[src/sv/altpi_pkg.sv]
// Shared types and constants for the altitude PI thrust controller.
package altpi_pkg;

   // Configuration register indexes
   localparam logic [2:0] CSR_POS_GAIN      = 3'd0;
   localparam logic [2:0] CSR_INTEGRAL_GAIN = 3'd1;
   localparam logic [2:0] CSR_VEL_GAIN      = 3'd2;
   localparam logic [2:0] CSR_MAX_DESCENT   = 3'd3;
   localparam logic [2:0] CSR_MAX_ASCENT    = 3'd4;
   localparam logic [2:0] CSR_VEHICLE_MASS  = 3'd5;
   localparam logic [2:0] CSR_TIME_STEP     = 3'd6;

   localparam int GAIN_W  = 31;
   localparam int TSTEP_W = 17;

   localparam logic [GAIN_W-1:0]  RST_MAX_DESCENT  = 31'd6553600;
   localparam logic [GAIN_W-1:0]  RST_MAX_ASCENT   = 31'd6553600;
   localparam logic [GAIN_W-1:0]  RST_VEHICLE_MASS = 31'd65536;
   localparam logic [TSTEP_W-1:0] RST_TIME_STEP    = 17'd131;

   // Divide by R22: |q| < 2^40, shifted up by the 16 R22 fraction bits
   localparam int R22_FRAC   = 16;
   localparam int QMAG_W     = 40;
   localparam int DIVIDEND_W = QMAG_W + R22_FRAC;
   localparam int DIVISOR_W  = 17;

   typedef struct packed {
      logic                  start;
      logic [DIVIDEND_W-1:0] dividend;
      logic [DIVISOR_W-1:0]  divisor;
   } div_ctl_type;

   typedef struct packed {
      logic                  busy;
      logic                  done;
      logic [DIVIDEND_W-1:0] quotient;
   } div_sts_type;

endpackage

[src/sv/altpi_div.sv]
// Radix-4 restoring unsigned divider, two quotient bits per cycle.
module altpi_div
   import altpi_pkg::*;
(
   input  logic        clock,
   input  logic        reset,
   input  div_ctl_type div_ctl,
   output div_sts_type div_sts
);

   localparam int STEPS = DIVIDEND_W / 2;
   localparam int CNT_W = $clog2(STEPS + 1);

   logic                  busy_ff, busy_in;
   logic                  done_ff, done_in;
   logic [CNT_W-1:0]      count_ff, count_in;
   logic [DIVIDEND_W-1:0] num_ff, num_in;
   logic [DIVISOR_W-1:0]  rem_ff, rem_in;
   logic [DIVISOR_W-1:0]  div_ff, div_in;

   logic [DIVISOR_W:0]    t1, t2;
   logic                  ge1, ge2;
   logic [DIVISOR_W-1:0]  r1, r2;
   logic [DIVIDEND_W-1:0] n1, n2;

   always_comb begin
      // first bit
      t1  = {rem_ff, num_ff[DIVIDEND_W-1]};
      ge1 = t1 >= {1'b0, div_ff};
      r1  = ge1 ? DIVISOR_W'(t1 - {1'b0, div_ff}) : t1[DIVISOR_W-1:0];
      n1  = {num_ff[DIVIDEND_W-2:0], ge1};
      // second bit
      t2  = {r1, n1[DIVIDEND_W-1]};
      ge2 = t2 >= {1'b0, div_ff};
      r2  = ge2 ? DIVISOR_W'(t2 - {1'b0, div_ff}) : t2[DIVISOR_W-1:0];
      n2  = {n1[DIVIDEND_W-2:0], ge2};

      busy_in  = busy_ff;
      done_in  = 1'b0;
      count_in = count_ff;
      num_in   = num_ff;
      rem_in   = rem_ff;
      div_in   = div_ff;
      if (div_ctl.start) begin
         busy_in  = 1'b1;
         count_in = CNT_W'(STEPS);
         num_in   = div_ctl.dividend;
         rem_in   = '0;
         div_in   = div_ctl.divisor;
      end else if (busy_ff) begin
         num_in   = n2;
         rem_in   = r2;
         count_in = count_ff - 1'b1;
         if (count_ff == CNT_W'(1)) begin
            busy_in = 1'b0;
            done_in = 1'b1;
         end
      end
   end

   always_ff @(posedge clock) begin
      if (reset) begin
         busy_ff  <= 1'b0;
         done_ff  <= 1'b0;
         count_ff <= '0;
      end else begin
         busy_ff  <= busy_in;
         done_ff  <= done_in;
         count_ff <= count_in;
      end
      num_ff <= num_in;
      rem_ff <= rem_in;
      div_ff <= div_in;
   end

   assign div_sts.busy     = busy_ff;
   assign div_sts.done     = done_ff;
   assign div_sts.quotient = num_ff;

endmodule

[config.mk]
export PLATFORM = sky130hd
export DESIGN_NAME = altpi_div
export DESIGN_NICKNAME = d
export VERILOG_FILES = /design/src/sv/altpi_pkg.sv /design/src/sv/altpi_div.sv
export SDC_FILE = /design/constraint.sdc
export NUM_CORES = 1
export LEC_CHECK = 0
export BUFFER_PORTS_ARGS = -buffer_cell sky130_fd_sc_hd__buf_4
export CAP_MARGIN = 10
export CORE_MARGIN = 2
export CORE_UTILIZATION = 59
export DETAILED_ROUTE_END_ITERATION = 8
export GPL_TIMING_DRIVEN = 0
export PLACE_DENSITY = 0.82
export SLEW_MARGIN = 0
export SYNTH_ARGS = -nofsm -noshare
export SYNTH_HDL_FRONTEND = slang
export SYNTH_SLANG_ARGS = --single-unit
[constraint.sdc]
create_clock -name clock -period 14.8 [get_ports clock]
set_clock_uncertainty 0.1 [all_clocks]
set_input_delay 2.96 -clock clock [delete_from_list [all_inputs] [get_ports clock]]
set_output_delay 2.96 -clock clock [all_outputs]
set_load 0.03 [all_outputs]
==> results.yml <==
setup_path:
  required_ns: 14.96
  critPathMaxFanout: 10
  critPathKind: "reg -> reg"
  reg2reg_slack_ns: 8.57
  end_kind: "flop"
  arrival_ns: 6.40
  crit_path_start_kind: "flop"
routing:
  dr.pass1.iters: 5
  drc: 0
  first_iter_violations: 288
  avgRoutedWirePerCell_um: 18.50
  ant_nets: 0
  vias: 4677
  wl_um: 14950
  vias_per_cell: 5.788
global_routing:
  grt_max_degree: 36
  grt_pass1_vias: 4742
  grt_util_all_layers_pct: 29.50
  grt_pass1_wl_um: 23540
  grt_overflow: 0
  antenna_found_initial: 0
power_and_ir_drop:
  p_per_area_nw_per_um2: 177.7
  leakage_uw: 0.003063
  ir_drop_uv: 87.43
synthesis:
  netlist_top_cells_area: "edfxtp_1, mux2_2, dfxtp_1, ha_1, xnor2_1"
  yosysTopAreaCellShare_pct: 37.94
  yosys_warnings: 0
  synth-seq-cells: 97
  netlist_instances: 525
  synth_nets: 639
  ys.flop_type: "edfxtp_1"
  synth_edf_count: 73
  async_flop_share_pct: 0
  syn_area_um2: 5778
  yosysSeqAreaShare_pct: 46.25
  avgSynthCellArea_um2: 11.01
  yosys.area.top_type: "edfxtp_1"
  synth.distinct_cells: 57
placement:
  routabilityCongestion: 0.9522
  port_buffers: 133
  hpwlAfterDp_um: 11660
sta:
  hold_violations: 0
  fmax_mhz: 160.5
  slew_headroom_pct: 53.20
  max_slew.worst_pin.slew_ns: 0.6995
  tns_ns: 0
  fin_crit_ns: 6.232
  period_share_pct: 42.11
  rsz0062_at_grt: "false"
  whs_ns: 0.3920
  finalMaxSlewViolations: 0
  finalSetupViolations: 0
die:
  core-area_um2: 9639
  die-area_um2: 10600
  die_h_um: 103.0
  die_w_um: 103.0
  fp-row-count: 36
  ios: 134
  initial_core_util_pct: 59.94
final_layout:
  drive_gt1_share_pct: 33.78
  antenna_cells: 0
  num-nets-final: 784
  layout_common_cells: "buf_4, edfxtp_1, mux2_2"
  synthToLayoutAreaGrowth_pct: 23.49
  fillers: 710
  layout_commonest_cell: "buf_4"
min_path:
  hp-class: "reg -> reg"
clocking:
  clock-sinks: 97
  cts_tree: "built"
  cts_buffers: 9
  cts.htree.levels: 3
  cts_resized: 0
  clk_pin_slew_ns: 0.09
  clockBufferDepth: 2
  clkLatencyLatePin_ns: 0.37
  cts-root-buf: "clkbuf_8"
  cts-hold-fix-buffers: 0
  post_cts_buffers: 0
run_status:
  status: "finished, final reports clean"
job:
  cap_violations: 0
[cell families after synthesis]
kind of cell,synth area share (%)
AOI/OAI and AO/OA,13.38
xor gates and xnor gates,4.548
adders and majority gates,8.489
buffers and inverters,3.660
DFF,46.25
muxes,12.67
and+or+nand+nor,11.00
[flip-flops by register name, summed over array words and instances (netlist names)]
name and flops:
div_ff 17, done_ff 1, count_ff 5, num_ff 56, rem_ff 17, busy_ff 1
[report_power, final]
group          total, uW  internal [uW]  switching, uW
clock network        160           66.7           93.7
logic                741            303            438
registers            366            338           28.0
total               1270            708            560
[through the flow]
stage / area (um2) / instances / setup slack [ns] / util, % / power, uW
4_1_cts: 7136 / 808 / 8.693 / 74.03 / 1258
2_1_floorplan: 5778 / 525 / 9.467 / - / 909.1
3_5_place_dp: 6963 / 792 / 8.767 / 72.24 / 1093
6_report: 7136 / 808 / 8.568 / 74.03 / 1268
5_1_grt: 7136 / 808 / 8.262 / 74.03 / 1347
3_3_place_gp: 6943 / 791 / 8.860 / 72.03 / 1074
[critical path, stage by stage, from the launching register on]
cell and delay [ns]:
edfxtp_1 0.44, inv_1 0.09, ha_1 0.19, inv_1 0.06, fa_1 0.41, a21o_1 0.22
a311oi_1 0.40, o31a_1 0.37, a211oi_1 0.20, nor2_1 0.58, nand2_1 0.17, and2_1 0.19
ha_1 0.35, nand2_1 0.09, o21ai_1 0.11, a311o_1 0.43, a2111oi_2 0.44, a21oi_1 0.21
a211oi_4 0.54, buf_6 0.25, o2111ai_1 0.13, o211a_1 0.17
[path summary, 6_finish.rpt]
kind	startpoint	endpoint	depth (start not counted)
worst max-delay path	num_ff[55]$_DFFE_PP_	rem_ff[9]$_SDFFE_PP0P_	21
worst min-delay path	rem_ff[14]$_SDFFE_PP0P_	rem_ff[14]$_SDFFE_PP0P_	2
worst max register to register	num_ff[55]$_DFFE_PP_	rem_ff[9]$_SDFFE_PP0P_	21
worst min register to register	rem_ff[14]$_SDFFE_PP0P_	rem_ff[14]$_SDFFE_PP0P_	2
[per-layer routing]
layer	GRT usage (%)	up-vias	part of all wire (%)
li1	-	2247	-
met1	35.18	2188	38
met2	49.95	212	50
met3	9.898	30	9.4
met4	10.43	0	2.2
met5	0	-	0
[area by class of cell]
class / count / area [um2] / area share, %
Buffer: 18 / 87.58 / 1.227
Clock buffer: 12 / 145.1 / 2.034
Clock inverter: 4 / 27.53 / 0.3858
Inverter: 33 / 123.9 / 1.736
Multi-Input combinational cell: 377 / 2894 / 40.56
Sequential cell: 97 / 2673 / 37.45
Tap cell: 133 / 166.4 / 2.332
Timing Repair Buffer: 134 / 1018 / 14.27
[Yosys cell counts, types with 4 or more instances]
| library cell | n |
|---|---|
| a211oi_1 | 5 |
| a21o_1 | 10 |
| a21oi_1 | 32 |
| a311oi_1 | 6 |
| and2_1 | 4 |
| and3_1 | 4 |
| clkbuf_1 | 10 |
| dfxtp_1 | 24 |
| edfxtp_1 | 73 |
| ha_1 | 36 |
| inv_1 | 33 |
| mux2_2 | 65 |
| nand2_1 | 40 |
| nand2b_1 | 6 |
| nand3_1 | 15 |
| nand4_1 | 4 |
| nor2_1 | 35 |
| nor2b_1 | 4 |
| nor3_1 | 12 |
| o21ai_0 | 15 |
| xnor2_1 | 21 |
| xor2_1 | 9 |
Power figures use the tool's default switching activity.
